**config.mk**
```make
export PLATFORM = sky130hd
export DESIGN_NAME = segment_fit_allocator
export DESIGN_NICKNAME = d
export VERILOG_FILES = /design/src/sv/sfa_pkg.sv /design/src/sv/segment_fit_allocator.sv /design/src/sv/sfa_ctrl.sv /design/src/sv/sfa_dp.sv
export SDC_FILE = /design/constraint.sdc
export NUM_CORES = 2
export LEC_CHECK = 0
export BUFFER_PORTS_ARGS = -buffer_cell sky130_fd_sc_hd__buf_4
export CORE_MARGIN = 2
export CORE_UTILIZATION = 55
export CTS_CLUSTER_SIZE = 40
export DETAILED_ROUTE_END_ITERATION = 12
export PLACE_DENSITY = 0.76
export SLEW_MARGIN = 20
export SYNTH_ARGS = -nofsm -noshare
export SYNTH_HDL_FRONTEND = slang
export SYNTH_SLANG_ARGS = --single-unit
export TNS_END_PERCENT = 20
```
**constraint.sdc**
```tcl
create_clock -name clk_i -period 12.2 [get_ports clk_i]
set_clock_uncertainty 0.15 [all_clocks]
set_input_delay 1.22 -clock clk_i [delete_from_list [all_inputs] [get_ports clk_i]]
set_output_delay 1.22 -clock clk_i [all_outputs]
set_load 0.01 [all_outputs]
```
**src/sv/sfa_pkg.sv**
```systemverilog
// ----------------------------------------------------------------------------
// sfa_pkg: shared definitions for the segment fit allocator
// Command and status codes, micro-operation codes passed from the controller
// to the datapath, and the status bundle returned by the datapath.
// ----------------------------------------------------------------------------
package sfa_pkg;

  // Input command codes.
  localparam logic [1:0] CMD_CREATE  = 2'd0;
  localparam logic [1:0] CMD_DELETE  = 2'd1;
  localparam logic [1:0] CMD_COMPACT = 2'd2;

  // Hole choice policies.
  localparam logic [1:0] POL_BEST  = 2'd1;
  localparam logic [1:0] POL_WORST = 2'd2;

  // Configuration register indexes.
  localparam logic [1:0] CFG_POLICY  = 2'd0;
  localparam logic [1:0] CFG_MEMSIZE = 2'd1;

  // Result status codes.
  localparam logic [2:0] ST_OK       = 3'd0;
  localparam logic [2:0] ST_COMPACT  = 3'd1;
  localparam logic [2:0] ST_NOSPACE  = 3'd2;
  localparam logic [2:0] ST_NOTFOUND = 3'd3;
  localparam logic [2:0] ST_FULL     = 3'd4;

  // Reset value of the managed memory size.
  localparam int unsigned MEM_SIZE_RESET = 4096;

  // Micro-operations issued by the controller.
  typedef logic [3:0] op_t;
  localparam op_t OP_NONE   = 4'd0;
  localparam op_t OP_INIT   = 4'd1;
  localparam op_t OP_ACCEPT = 4'd2;
  localparam op_t OP_CSCAN  = 4'd3;
  localparam op_t OP_CDEC   = 4'd4;
  localparam op_t OP_SHUP   = 4'd5;
  localparam op_t OP_CHOLE  = 4'd6;
  localparam op_t OP_CSEG   = 4'd7;
  localparam op_t OP_DSCAN  = 4'd8;
  localparam op_t OP_DMERGE = 4'd9;
  localparam op_t OP_SHDN   = 4'd10;
  localparam op_t OP_KSCAN  = 4'd11;
  localparam op_t OP_KTAIL  = 4'd12;
  localparam op_t OP_PUB    = 4'd13;

  // Status returned by the datapath.
  typedef struct packed {
    logic sweep_done;
    logic need_split;
    logic del_shift;
    logic out_free;
  } sts_t;

endpackage

```
**src/sv/segment_fit_allocator.sv**
```systemverilog
// ----------------------------------------------------------------------------
// segment_fit_allocator: variable partition allocator
// First, best or worst fit placement of segments in an offset-ordered
// region table, with delete-and-merge and full compaction.
// ----------------------------------------------------------------------------
//   channel   direction  handshake                 payload
//   in        input      in_valid_i / in_stall_o   cmd_i, seg_id_i, req_size_i
//   out       output     out_valid_o / out_stall_i status_o, base_o
//   cfg       input      cfg_we_i                  cfg_idx_i, cfg_data_i
//
// One command at a time. A create sweeps the table (N regions), and a split
// then shifts the tail up. A delete sweeps up to the match and shifts the
// tail down; a compact sweeps all N once. Every sweep reads through the
// single table memory read port. After reset the table sets up its first
// hole before any command is taken.
// The result beat is held while out_stall_i is high; no new command is
// taken until it has been handed to the result register.
// ----------------------------------------------------------------------------
module segment_fit_allocator import sfa_pkg::*; #(
  parameter int MAX_REGIONS = 64,
  parameter int ADDR_BITS   = 20,
  parameter int ID_BITS     = 16
) (
  input  logic        clk_i,
  input  logic        rst_ni,
  input  logic        in_valid_i,
  output logic        in_stall_o,
  input  logic [1:0]  cmd_i,
  input  logic [15:0] seg_id_i,
  input  logic [20:0] req_size_i,
  output logic        out_valid_o,
  input  logic        out_stall_i,
  output logic [2:0]  status_o,
  output logic [19:0] base_o,
  input  logic        cfg_we_i,
  input  logic [1:0]  cfg_idx_i,
  input  logic [20:0] cfg_data_i
);

  op_t  op;
  sts_t sts;

  // Sequencer.
  sfa_ctrl u_ctrl (
    .clk_i      (clk_i),
    .rst_ni     (rst_ni),
    .in_valid_i (in_valid_i),
    .cmd_i      (cmd_i),
    .sts_i      (sts),
    .op_o       (op),
    .in_stall_o (in_stall_o)
  );

  // Table and arithmetic.
  sfa_dp #(
    .MAX_REGIONS (MAX_REGIONS),
    .ADDR_BITS   (ADDR_BITS),
    .ID_BITS     (ID_BITS)
  ) u_dp (
    .clk_i       (clk_i),
    .rst_ni      (rst_ni),
    .op_i        (op),
    .sts_o       (sts),
    .seg_id_i    (seg_id_i),
    .req_size_i  (req_size_i),
    .cfg_we_i    (cfg_we_i),
    .cfg_idx_i   (cfg_idx_i),
    .cfg_data_i  (cfg_data_i),
    .out_valid_o (out_valid_o),
    .out_stall_i (out_stall_i),
    .status_o    (status_o),
    .base_o      (base_o)
  );

endmodule

```
**src/sv/sfa_ctrl.sv**
```systemverilog
// ----------------------------------------------------------------------------
// sfa_ctrl: command sequencer
// Walks each command through its table sweeps and decision steps and tells
// the datapath which micro-operation to perform in each cycle.
// ----------------------------------------------------------------------------
module sfa_ctrl import sfa_pkg::*; (
  input  logic       clk_i,
  input  logic       rst_ni,
  input  logic       in_valid_i,
  input  logic [1:0] cmd_i,
  input  sts_t       sts_i,
  output op_t        op_o,
  output logic       in_stall_o
);

  localparam logic [3:0] S_INIT   = 4'd0;
  localparam logic [3:0] S_IDLE   = 4'd1;
  localparam logic [3:0] S_CSCAN  = 4'd2;
  localparam logic [3:0] S_CDEC   = 4'd3;
  localparam logic [3:0] S_SHUP   = 4'd4;
  localparam logic [3:0] S_CHOLE  = 4'd5;
  localparam logic [3:0] S_CSEG   = 4'd6;
  localparam logic [3:0] S_DSCAN  = 4'd7;
  localparam logic [3:0] S_DMERGE = 4'd8;
  localparam logic [3:0] S_SHDN   = 4'd9;
  localparam logic [3:0] S_KSCAN  = 4'd10;
  localparam logic [3:0] S_KTAIL  = 4'd11;
  localparam logic [3:0] S_DONE   = 4'd12;

  logic [3:0] state_q, state_d;

  assign in_stall_o = (state_q != S_IDLE);

  // Next state and micro-operation.
  always_comb begin
    state_d = state_q;
    op_o    = OP_NONE;
    case (state_q)
      S_INIT: begin
        op_o    = OP_INIT;
        state_d = S_IDLE;
      end
      S_IDLE: begin
        if (in_valid_i) begin
          op_o = OP_ACCEPT;
          case (cmd_i)
            CMD_CREATE:  state_d = S_CSCAN;
            CMD_DELETE:  state_d = S_DSCAN;
            CMD_COMPACT: state_d = S_KSCAN;
            default:     state_d = S_DONE;
          endcase
        end
      end
      S_CSCAN: begin
        op_o = OP_CSCAN;
        if (sts_i.sweep_done) state_d = S_CDEC;
      end
      S_CDEC: begin
        op_o    = OP_CDEC;
        state_d = sts_i.need_split ? S_SHUP : S_DONE;
      end
      S_SHUP: begin
        op_o = OP_SHUP;
        if (sts_i.sweep_done) state_d = S_CHOLE;
      end
      S_CHOLE: begin
        op_o    = OP_CHOLE;
        state_d = S_CSEG;
      end
      S_CSEG: begin
        op_o    = OP_CSEG;
        state_d = S_DONE;
      end
      S_DSCAN: begin
        op_o = OP_DSCAN;
        if (sts_i.sweep_done) state_d = S_DMERGE;
      end
      S_DMERGE: begin
        op_o    = OP_DMERGE;
        state_d = sts_i.del_shift ? S_SHDN : S_DONE;
      end
      S_SHDN: begin
        op_o = OP_SHDN;
        if (sts_i.sweep_done) state_d = S_DONE;
      end
      S_KSCAN: begin
        op_o = OP_KSCAN;
        if (sts_i.sweep_done) state_d = S_KTAIL;
      end
      S_KTAIL: begin
        op_o    = OP_KTAIL;
        state_d = S_DONE;
      end
      S_DONE: begin
        if (sts_i.out_free) begin
          op_o    = OP_PUB;
          state_d = S_IDLE;
        end
      end
      default: state_d = S_INIT;
    endcase
  end

  // State register.
  always_ff @(posedge clk_i or negedge rst_ni) begin
    if (!rst_ni) begin
      state_q <= S_INIT;
    end else begin
      state_q <= state_d;
    end
  end

endmodule

```
**src/sv/sfa_dp.sv**
```systemverilog
// ----------------------------------------------------------------------------
// sfa_dp: region table datapath
// Holds the region table in a single-port-write memory with a registered
// read, the sweep pointers, the fit search registers and the result beat.
// ----------------------------------------------------------------------------
module sfa_dp import sfa_pkg::*; #(
  parameter int MAX_REGIONS = 64,
  parameter int ADDR_BITS   = 20,
  parameter int ID_BITS     = 16
) (
  input  logic        clk_i,
  input  logic        rst_ni,
  input  op_t         op_i,
  output sts_t        sts_o,
  input  logic [15:0] seg_id_i,
  input  logic [20:0] req_size_i,
  input  logic        cfg_we_i,
  input  logic [1:0]  cfg_idx_i,
  input  logic [20:0] cfg_data_i,
  output logic        out_valid_o,
  input  logic        out_stall_i,
  output logic [2:0]  status_o,
  output logic [19:0] base_o
);

  localparam int IW   = (MAX_REGIONS > 1) ? $clog2(MAX_REGIONS) : 1;
  localparam int CNTW = $clog2(MAX_REGIONS + 1);
  localparam int LW   = ADDR_BITS + 1;
  localparam int CW   = (LW > 21) ? LW : 21;
  localparam int EW   = 1 + ID_BITS + ADDR_BITS + LW;
  localparam logic [CNTW-1:0] MAXC = CNTW'(MAX_REGIONS);
  localparam longint unsigned CAP = longint'(1) << ADDR_BITS;
  localparam longint unsigned MSR = (MEM_SIZE_RESET > CAP) ? CAP : MEM_SIZE_RESET;

  // Region table.
  logic [EW-1:0] mem [MAX_REGIONS];
  logic [EW-1:0] rdata_q;
  logic          rd_en, wr_en;
  logic [IW-1:0] rd_addr, wr_addr;
  logic [EW-1:0] wr_data;

  always_ff @(posedge clk_i) begin
    if (wr_en) mem[wr_addr] <= wr_data;
    rdata_q <= mem[rd_addr];
  end

  // Fields of the entry that was read last cycle.
  logic                 e_free;
  logic [ID_BITS-1:0]   e_owner;
  logic [ADDR_BITS-1:0] e_base;
  logic [LW-1:0]        e_len;
  logic [CW-1:0]        e_lenc;
  assign {e_free, e_owner, e_base, e_len} = rdata_q;
  assign e_lenc = CW'(e_len);

  // Registers.
  logic                 rvld_q, rvld_d;
  logic [IW-1:0]        ridx_q;
  logic [CNTW-1:0]      count_q, count_d, idx_q, idx_d, w_q, w_d;
  logic [ID_BITS-1:0]   id_q, id_d;
  logic [CW-1:0]        size_q, size_d;
  logic                 found_q, found_d;
  logic [IW-1:0]        pick_q, pick_d;
  logic [ADDR_BITS-1:0] pick_base_q, pick_base_d;
  logic [LW-1:0]        pick_len_q, pick_len_d;
  logic [LW-1:0]        total_q, total_d;
  logic                 prv_free_q, prv_free_d, nxt_free_q, nxt_free_d;
  logic [LW-1:0]        prv_len_q, prv_len_d, nxt_len_q, nxt_len_d;
  logic [ADDR_BITS-1:0] prv_base_q, prv_base_d;
  logic [1:0]           k_q, k_d;
  logic [LW-1:0]        pos_q, pos_d;
  logic [2:0]           res_st_q, res_st_d, ost_q, ost_d;
  logic [ADDR_BITS-1:0] res_base_q, res_base_d, obase_q, obase_d;
  logic                 ov_q, ov_d;
  logic [LW-1:0]        msize_q, msize_d;
  logic [1:0]           pol_q, pol_d;

  // Input conversions and the clamped memory size.
  logic [63:0] id64, base64;
  logic [33:0] v34, clamp34;
  assign id64    = 64'(seg_id_i);
  assign v34     = 34'(cfg_data_i);
  assign clamp34 = (v34 == 34'd0) ? 34'd1 : ((v34 > 34'(CAP)) ? 34'(CAP) : v34);
  assign base64  = 64'(obase_q);

  // Read side of each sweep.
  logic [CNTW-1:0] idx_m1;
  assign idx_m1 = idx_q - CNTW'(1);
  always_comb begin
    rd_en   = 1'b0;
    rd_addr = idx_q[IW-1:0];
    case (op_i)
      OP_CSCAN, OP_KSCAN, OP_SHDN: rd_en = (idx_q < count_q);
      OP_DSCAN: rd_en = (idx_q < count_q) && !found_q;
      OP_SHUP: begin
        rd_en   = (idx_q > (CNTW'(pick_q) + CNTW'(1)));
        rd_addr = idx_m1[IW-1:0];
      end
      default: rd_en = 1'b0;
    endcase
  end

  logic sweep_done;
  assign sweep_done = !rd_en && !rvld_q;

  // Fit test of the entry just read.
  logic fits, better;
  assign fits   = e_free && (e_lenc >= size_q);
  assign better = !found_q
               || (pol_q == POL_BEST  && e_len < pick_len_q)
               || (pol_q == POL_WORST && e_len > pick_len_q);

  assign sts_o.sweep_done = sweep_done;
  assign sts_o.need_split = (size_q != '0) && found_q && (CW'(pick_len_q) != size_q)
                          && (count_q != MAXC);
  assign sts_o.del_shift  = found_q && (prv_free_q || nxt_free_q);
  assign sts_o.out_free   = !ov_q || !out_stall_i;

  // Micro-operation execution.
  logic [IW-1:0]   p_addr;
  logic [LW-1:0]   merged;
  logic [CNTW-1:0] shdn_start;
  always_comb begin
    rvld_d      = rd_en;
    count_d     = count_q;
    idx_d       = rd_en ? ((op_i == OP_SHUP) ? idx_m1 : idx_q + CNTW'(1)) : idx_q;
    w_d         = w_q;
    id_d        = id_q;
    size_d      = size_q;
    found_d     = found_q;
    pick_d      = pick_q;
    pick_base_d = pick_base_q;
    pick_len_d  = pick_len_q;
    total_d     = total_q;
    prv_free_d  = prv_free_q;
    prv_len_d   = prv_len_q;
    prv_base_d  = prv_base_q;
    nxt_free_d  = nxt_free_q;
    nxt_len_d   = nxt_len_q;
    k_d         = k_q;
    pos_d       = pos_q;
    res_st_d    = res_st_q;
    res_base_d  = res_base_q;
    ov_d        = ov_q;
    ost_d       = ost_q;
    obase_d     = obase_q;
    msize_d     = msize_q;
    pol_d       = pol_q;
    wr_en       = 1'b0;
    wr_addr     = ridx_q;
    wr_data     = rdata_q;
    p_addr      = prv_free_q ? (pick_q - IW'(1)) : pick_q;
    merged      = (prv_free_q ? prv_len_q : '0) + pick_len_q + (nxt_free_q ? nxt_len_q : '0);
    shdn_start  = CNTW'(pick_q) + CNTW'(1) + CNTW'(nxt_free_q);

    // The result beat leaves when taken.
    if (ov_q && !out_stall_i) ov_d = 1'b0;

    case (op_i)
      OP_INIT: begin
        wr_en   = 1'b1;
        wr_addr = '0;
        wr_data = {1'b1, ID_BITS'(0), ADDR_BITS'(0), msize_q};
        count_d = CNTW'(1);
      end
      OP_ACCEPT: begin
        id_d       = id64[ID_BITS-1:0];
        size_d     = CW'(req_size_i);
        idx_d      = '0;
        found_d    = 1'b0;
        total_d    = '0;
        prv_free_d = 1'b0;
        nxt_free_d = 1'b0;
        pos_d      = '0;
        w_d        = '0;
        res_st_d   = ST_OK;
        res_base_d = '0;
      end
      OP_CSCAN: begin
        if (rvld_q && e_free) begin
          total_d = total_q + e_len;
          if (fits && better) begin
            found_d     = 1'b1;
            pick_d      = ridx_q;
            pick_base_d = e_base;
            pick_len_d  = e_len;
          end
        end
      end
      OP_CDEC: begin
        if (size_q == '0) begin
          res_st_d = ST_OK;
        end else if (!found_q) begin
          res_st_d = (CW'(total_q) >= size_q) ? ST_COMPACT : ST_NOSPACE;
        end else if (CW'(pick_len_q) == size_q) begin
          // Exact fit: the hole becomes the segment.
          wr_en      = 1'b1;
          wr_addr    = pick_q;
          wr_data    = {1'b0, id_q, pick_base_q, pick_len_q};
          res_base_d = pick_base_q;
        end else if (count_q == MAXC) begin
          res_st_d = ST_FULL;
        end else begin
          idx_d      = count_q;
          res_base_d = pick_base_q;
        end
      end
      OP_SHUP: begin
        if (rvld_q) begin
          wr_en   = 1'b1;
          wr_addr = ridx_q + IW'(1);
        end
      end
      OP_CHOLE: begin
        wr_en   = 1'b1;
        wr_addr = pick_q + IW'(1);
        wr_data = {1'b1, ID_BITS'(0), pick_base_q + size_q[ADDR_BITS-1:0],
                   pick_len_q - size_q[LW-1:0]};
      end
      OP_CSEG: begin
        wr_en   = 1'b1;
        wr_addr = pick_q;
        wr_data = {1'b0, id_q, pick_base_q, size_q[LW-1:0]};
        count_d = count_q + CNTW'(1);
      end
      OP_DSCAN: begin
        if (rvld_q) begin
          if (!found_q) begin
            if (!e_free && e_owner == id_q) begin
              found_d     = 1'b1;
              pick_d      = ridx_q;
              pick_base_d = e_base;
              pick_len_d  = e_len;
            end else begin
              prv_free_d = e_free;
              prv_len_d  = e_len;
              prv_base_d = e_base;
            end
          end else begin
            nxt_free_d = e_free;
            nxt_len_d  = e_len;
          end
        end
      end
      OP_DMERGE: begin
        if (!found_q) begin
          res_st_d = ST_NOTFOUND;
        end else begin
          // Freed region absorbs any neighbouring holes.
          wr_en   = 1'b1;
          wr_addr = p_addr;
          wr_data = {1'b1, ID_BITS'(0), prv_free_q ? prv_base_q : pick_base_q, merged};
          k_d     = 2'(prv_free_q) + 2'(nxt_free_q);
          idx_d   = shdn_start;
        end
      end
      OP_SHDN: begin
        if (rvld_q) begin
          wr_en   = 1'b1;
          wr_addr = ridx_q - IW'(k_q);
        end
        if (sweep_done) count_d = count_q - CNTW'(k_q);
      end
      OP_KSCAN: begin
        if (rvld_q && !e_free) begin
          wr_en   = 1'b1;
          wr_addr = w_q[IW-1:0];
          wr_data = {1'b0, e_owner, pos_q[ADDR_BITS-1:0], e_len};
          pos_d   = pos_q + e_len;
          w_d     = w_q + CNTW'(1);
        end
      end
      OP_KTAIL: begin
        if (pos_q < msize_q && w_q < MAXC) begin
          wr_en   = 1'b1;
          wr_addr = w_q[IW-1:0];
          wr_data = {1'b1, ID_BITS'(0), pos_q[ADDR_BITS-1:0], msize_q - pos_q};
          count_d = w_q + CNTW'(1);
        end else begin
          count_d = w_q;
        end
      end
      OP_PUB: begin
        ov_d    = 1'b1;
        ost_d   = res_st_q;
        obase_d = res_base_q;
      end
      default: ;
    endcase

    // Configuration writes; a new size restarts the table as one hole.
    if (cfg_we_i) begin
      if (cfg_idx_i == CFG_POLICY) begin
        pol_d = cfg_data_i[1:0];
      end else if (cfg_idx_i == CFG_MEMSIZE) begin
        msize_d = clamp34[LW-1:0];
        wr_en   = 1'b1;
        wr_addr = '0;
        wr_data = {1'b1, ID_BITS'(0), ADDR_BITS'(0), clamp34[LW-1:0]};
        count_d = CNTW'(1);
      end
    end
  end

  // Control registers.
  always_ff @(posedge clk_i or negedge rst_ni) begin
    if (!rst_ni) begin
      rvld_q  <= 1'b0;
      count_q <= CNTW'(1);
      ov_q    <= 1'b0;
      msize_q <= LW'(MSR);
      pol_q   <= '0;
      found_q <= 1'b0;
    end else begin
      rvld_q  <= rvld_d;
      count_q <= count_d;
      ov_q    <= ov_d;
      msize_q <= msize_d;
      pol_q   <= pol_d;
      found_q <= found_d;
    end
  end

  // Payload registers.
  always_ff @(posedge clk_i) begin
    ridx_q      <= rd_addr;
    idx_q       <= idx_d;
    w_q         <= w_d;
    id_q        <= id_d;
    size_q      <= size_d;
    pick_q      <= pick_d;
    pick_base_q <= pick_base_d;
    pick_len_q  <= pick_len_d;
    total_q     <= total_d;
    prv_free_q  <= prv_free_d;
    prv_len_q   <= prv_len_d;
    prv_base_q  <= prv_base_d;
    nxt_free_q  <= nxt_free_d;
    nxt_len_q   <= nxt_len_d;
    k_q         <= k_d;
    pos_q       <= pos_d;
    res_st_q    <= res_st_d;
    res_base_q  <= res_base_d;
    ost_q       <= ost_d;
    obase_q     <= obase_d;
  end

  assign out_valid_o = ov_q;
  assign status_o    = ost_q;
  assign base_o      = base64[19:0];

endmodule

```
# Yosys cells after proc, flatten, opt, wreduce, memory -nomap -nowiden
# Memories as Yosys holds them, arrays and structs flattened. A register that Yosys moved wholly into a read port is not among the register bits.
# Index checks and enable logic that the tools add are counted.
# classes
add_sub_neg	19
n_lt_le_gt_ge	9
n_eq_ne	57
muxes	122
n_bitwise	3
reduce_logical	57
# op_table
operator	n
58-bit 2-to-1 mux	9
58-bit one-hot mux with 7 select lines	1
21-bit 2-to-1 mux	11
20-bit 2-to-1 mux	10
21-bit one-hot mux with 2 select lines	3
6-bit 2-to-1 mux	18
7-bit 2-to-1 mux	13
21-bit adder	4
20-bit one-hot mux with 2 select lines	2
6-bit one-hot mux with 9 select lines	1
4-bit one-hot mux with 13 select lines	1
4-bit one-hot mux with 12 select lines	1
4-bit == test, second input constant	11
21-bit greater-or-equal comparator	2
21-bit < comparator	2
21-bit subtractor	2
4-bit 2-to-1 mux	9
34-bit logical NOT	1
4-bit by 3-bit == test with 1-bit output, second input constant	8
7-bit one-hot mux with 4 select lines	1
1-bit 2-to-1 mux	24
2-bit by 1-bit != test with 1-bit output, second input constant	12
7-bit by 1-bit adder with 7-bit output, second input constant	3
21-bit == test	1
other kinds (53)	117
# word_totals
ff_bits	295
ramBits	3712
inputBits	67
word_cells	295
n_memories	1
# memory_table
name	depth	word_bits	rd	rd_clocked_by_memory_dff	write_ports	line_no	source
u_dp.mem	64	58	1	1	1	sfa_dp.sv:36	logic [EW-1:0] mem [MAX_REGIONS];

# Longest topological paths before layout
# logic_depth
depth_word	14
depth_mapped	18

# Hierarchy
# Synthesis repeated with hierarchy kept, for this count alone.
# hier_totals
hier_cells	8612
area_unflattened_um2	165834.0
# modules_own_cells
mod	instances	cells_each	area_per_inst_um2	seq_area_each_um2
sfa_dp	1	8562	165404.9	121073.6
sfa_ctrl	1	50	429.2	100.1

# Worst setup path after synthesis
# OpenSTA, ideal clock, no wires.
# synth_path
path_type	flip-flop to flip-flop
start	reg u_dp.prv_free_q
end	mem u_dp.mem[0][20] (netlist name) (data pin)
setup_time_ns	0.585
arrival_ns	5.579
required_ns	11.465
path_slack_ns	5.887
stages_incl_launch_ff	17
n_path_buf	2
period_less_slack_ns	6.313
cell_sequence	edfxtp_1 buf_1 clkbuf_1 nand2_1 fa_1 inv_1 ha_1 or3_1 a2111o_1 nand3_1 o211ai_1 a41oi_1 o21bai_1 a21oi_1 xnor2_1 nand2_1 a41oi_1
# synth_via
elab_chain_len	8
# synth_rtl
element	line_no	source
from (decl)	sfa_dp.sv:67	logic prv_free_q, prv_free_d, nxt_free_q, nxt_free_d;
from (signal assigned)	sfa_dp.sv:335	prv_free_q <= prv_free_d;
21-bit 2-to-1 mux *	sfa_dp.sv:153	merged = (prv_free_q ? prv_len_q : '0) + pick_len_q + (nxt_free_q ? nxt_len_q : '0);
21-bit adder * (2 in a row)	sfa_dp.sv:153	
58-bit 2-to-1 mux *	sfa_dp.sv:246	if (!found_q) begin
58-bit one-hot mux with 7 select lines *	sfa_dp.sv:159	case (op_i)
58-bit 2-to-1 mux	sfa_dp.sv:295	end else if (cfg_idx_i == CFG_MEMSIZE) begin
58-bit 2-to-1 mux	sfa_dp.sv:293	if (cfg_idx_i == CFG_POLICY) begin
58-bit 2-to-1 mux *	sfa_dp.sv:292	if (cfg_we_i) begin
via u_dp.wr_data[20]	sfa_dp.sv:40	logic [EW-1:0] wr_data;
to (decl)	sfa_dp.sv:36	
# The timed path passes the listed nets; every way through them passes the cells marked *.

# Worst setup path in the final report
# layout_path
start	reg u_ctrl.state_q[2]
end	mem u_dp.mem[48][29] (netlist name) (enable)
# layout_via
elab_chain_len	10
# layout_rtl
element	line_no	source
from (decl)	sfa_ctrl.sv:30	logic [3:0] state_q, state_d;
from (signal assigned)	sfa_ctrl.sv:109	state_q <= state_d;
4-bit == test (tied with other cells)	sfa_ctrl.sv:38	case (state_q)
4-bit one-hot mux with 13 select lines *	sfa_ctrl.sv:38	
4-bit by 3-bit == test with 1-bit output (tied with other cells)	sfa_dp.sv:159	
3-bit OR reduction (no line) or 2-bit OR reduction (tied branches)	--	
1-bit one-hot mux with 6 select lines	sfa_dp.sv:159	
1-bit 2-to-1 mux	sfa_dp.sv:295	
1-bit 2-to-1 mux	sfa_dp.sv:293	
1-bit 2-to-1 mux	sfa_dp.sv:292	
1-bit 2-to-1 mux	sfa_dp.sv:43	if (wr_en) mem[wr_addr] <= wr_data;
1-bit 2-to-1 mux (implied by the code)	sfa_dp.sv:43	
# Mark *: on every way between the ends. The rest lies on a longest branch, timed or not.

==> metrics list <==
- The first global-routing pass estimated 675 mm of wire.
- The worst path in the final design needs a cycle of 7.31 ns, including I/O delays and setup.
- At the end of the flow, the number of nets in the layout was 9631.
- For this run, the top clock speed supported by timing is 137 MHz.
- Entering global routing, the biggest net connects 136 pins.
* Starting density of the core: 55.2%
- Summed over all layers, the routed wires come to 473 mm.
* Hold WS: 0.148 ns
- The later pin in the worst-skew pair is clocked with a latency of 0.97 ns.
* Post-placement cell count: 12900
- Before antenna repair, the detailed router went through 8 iterations.
- Ranked by total cell area, the synthesized netlist is headed by edfxtp_1 72%, mux4_2 13%, nand2_1 2.6%.
* Antenna-violating nets left: 0
* Worst flop-to-flop path startpoint: u_ctrl.state_q[2]$_DFFE_PN0P_
* Share of the synthesized area in the top cell type: 71.9%
- Hold repair after CTS inserted 0 buffers.
- After floorplanning, the core was sized to cover 0.300 mm².
* Worst Setup Start Kind: register
- edfxtp_1 takes more of the synthesized area than any other cell.
- Ports: 92
* Final routed DRC violation total: 0
- Inserted Clock Buffers: 391
- In this run the core area contains 201 standard-cell rows.
- The worst setup path is captured at a register.
- Instance count of the mapped netlist: 9077
- The wire-length estimate of the detail-placed layout is 265 mm.
* Crit Path Class: reg -> reg
- The die is 552 µm tall.
- In the synthesized netlist the dominant register cell turns out to be edfxtp_1.
- The via count of the first global-routing pass came to 93700.
* Largest fanout of any net on the critical path: 39
- TritonCTS built the clock tree.
* Unrepaired setup endpoints after global routing: false
* Violation count after the first detailed-route iteration: 14500
- Total overflow reported by the global router: 0
- Max-slew violations: 0
- Routed wirelength normalized by instance count: 34.8 µm
- The commonest cells after synthesis are 3957 x edfxtp_1, 1146 x nand2_1, 928 x mux4_2, 288 x nand3_1, 287 x clkbuf_1.
* Overall power of the completed layout: 54900 µW
* Count of flip-flops with a built-in enable after synthesis: 3957
- Final setup violation count: 0
- In this run, post-CTS repair resized a total of 0 instances.
* Clock-pin slew on the worst setup and hold paths: 0.07 ns
- The count of cells in the finished layout, fillers not included, comes to 13600.
* Mean post-synth cell area: 18.2 µm²
- Total of flip-flops plus latches after synthesis: 4065
- Placer congestion estimate: 0.967
- The synthesized netlist contains 83 unique library cells.
- For the pin with the worst max-slew slack, the measured transition is 1.26 ns.
- For this design the static power due to leakage is 0.0605 µW.
* Final design utilization: 61.7%
- Worst hold path type: in -> async
- In this run the critical register-to-register path is captured at u_dp.mem[48][29]$_DFFE_PP_.
- In the synthesized netlist the async set-or-reset flop fraction comes to 0.910%.
- Number of clock sinks: 4065
- Across all layers, the routed design uses 93900 vias.
- The root buffer cell chosen for the clock tree is clkbuf_16.
- DIE AREA: 0.305 mm²
- Sequential share of the synthesized area: 73.3%
* Number of synthesis warnings: 0
- The initial antenna violation count was 17.
- The total count of hold-check failures in the final report is 0.
- Total Neg Setup Slack: 0 ns
- In this run the power density over the cells is 297 mW/mm².
- The worst register-to-register path has a setup slack of 4.89 ns.
- Total standard cell area after synthesis: 0.165 mm²
* Cell with the most instances after synthesis: edfxtp_1
- Dividing the detail-routed via count by the number of cells gives 6.90.
- H-tree depth: 5
- The post-route netlist has 20.8% of its cells at a drive strength greater than 1.
* Startpoint of the most critical setup path: u_ctrl.state_q[2]$_DFFE_PN0P_
- At the worst endpoint, the required time is 12.59 ns.
* Number of max-capacitance violations reported: 0
- Data arrives at the worst endpoint at 7.70 ns.
- The number of setup buffers added after CTS is 0.
- Worst IR Drop VDD: 0.328 mV
* Endpoint of the worst setup timing path: u_dp.mem[48][29]$_DFFE_PP_
- Compared with the post-synthesis result, the final layout area differs by 11.9%.
- Measured along the x axis, the die boundary spans 552 µm.
- Across every metal layer, demand over resource in global routing totals 30.8%.
* Cell count of the worst reg-to-reg path: 11
* Run status: complete, no violations
* Total nets after synthesis: 9385
- Longest Clk Path Bufs: 4
- Dividing the final minimum period by the clock period gives 59.9%.
* IO Port Bufs: 91
- Remaining max-slew budget at the tightest pin: 15.4%
==> per-stage QoR <==
step,setup WS [ns],instance area [µm²]
floorplan,5.89,165000
finish,4.89,185000
detailed placement,5.20,172000
global placement,5.38,172000
CTS,5.11,185000
global route,4.62,185000
==> power by group <==
part / internal (µW) / switching (µW)
logic: 7280 / 14400
registers: 20600 / 778
clock network: 6660 / 5250
==> cells in the final DEF, fill, tap and decap left out, drive strengths merged, types with 19 or more instances in the layout <==
| master | n |
|---|---|
| edfxtp | 3957 |
| nand2 | 1146 |
| mux4 | 928 |
| clkbuf | 508 |
| buf | 343 |
| nand3 | 288 |
| a21oi | 227 |
| nor2 | 220 |
| ha | 213 |
| a311oi | 177 |
| inv | 177 |
| clkinv | 157 |
| and3 | 145 |
| o21ai | 141 |
| a31oi | 86 |
| xnor2 | 75 |
| xor2 | 72 |
| dfxtp | 71 |
| a21o | 61 |
| nor3 | 47 |
| a221oi | 44 |
| a22oi | 37 |
| dfrtp | 35 |
| nand4 | 34 |
| nand2b | 34 |
| fa | 28 |
| and2 | 25 |
| bufinv | 25 |
| nor2b | 24 |
| a211oi | 23 |
| nor4 | 22 |
| o21a | 21 |
| a222oi | 19 |
==> state kept, by name, summed over array words and instances, names as in the netlist, 7 cells and up <==
signal	flops
u_dp.id_q	16
u_dp.nxt_len_q	21
u_dp.base_o	20
u_dp.pick_base_q	20
u_dp.mem	3712
u_dp.res_base_q	20
u_dp.prv_len_q	21
u_dp.prv_base_q	20
u_dp.count_q	7
u_dp.pos_q	21
u_dp.size_q	21
u_dp.rdata_q	58
u_dp.pick_len_q	21
u_dp.total_q	21
u_dp.w_q	7
u_dp.msize_q	21
u_dp.idx_q	7
==> how the worst min path moves through the flow <==
stage	startpoint	to	slack [ns]
finish	rst_ni	u_dp.msize_q[0]$_DFFE_PN0P_	0.15
global route	rst_ni	u_dp.msize_q[19]$_DFFE_PN0P_	0.16
CTS	rst_ni	u_dp.msize_q[0]$_DFFE_PN0P_	0.11
detailed placement	u_dp.res_base_q[16]$_SDFFCE_PN0P_	u_dp.base_o[16]$_DFFE_PP_	0.26
global placement	u_dp.res_base_q[2]$_SDFFCE_PN0P_	u_dp.base_o[2]$_DFFE_PP_	0.26
floorplan	u_dp.res_base_q[0]$_SDFFCE_PN0P_	u_dp.base_o[0]$_DFFE_PP_	0.25
==> cell type report <==
class	instances	area [µm²]
tap	3958	4950
clock buffer	508	10600
antenna	9	22.5
timing repair buffer	343	2890
inverter	164	631
sequential	4065	121000
multi-input combinational	4358	42700
clock inverter	206	1930
fill	20000	115000
==> logic make-up after synthesis <==
kind of cell | count (synthesis) | synth area share (%)
AND/OR/NAND/NOR | 2051 | 5.50
XOR/XNOR | 147 | 0.779
flip-flops | 4065 | 73.3
multiplexers | 941 | 12.7
adder cells (fa/ha/maj) | 241 | 1.95
buffers and inverters | 654 | 1.63
AO/OA/AOI/OAI | 978 | 4.11
==> layer usage <==
layer / part of all wire, % / vias to the layer above / GRT usage [%]
met5: 0.070 / - / 0
met4: 5.1 / 12 / 14.7
met3: 13 / 1149 / 7.92
met2: 47 / 7297 / 47.5
met1: 35 / 48400 / 41.3
li1: - / 37100 / -
==> critical path, cell delays in order, from the launching register on <==
cell      delay, ns
dfrtp_1        0.90
nor2_1         0.29
nand2_1        0.91
nand2_1        0.16
a21oi_2        0.52
nor3b_1        0.24
a21bo_2        0.29
a311o_1        0.39
nor3_2         0.40
nand4b_1       0.66
nor2_4         1.07
buf_4          0.79
Power figures use the tool's default switching activity.
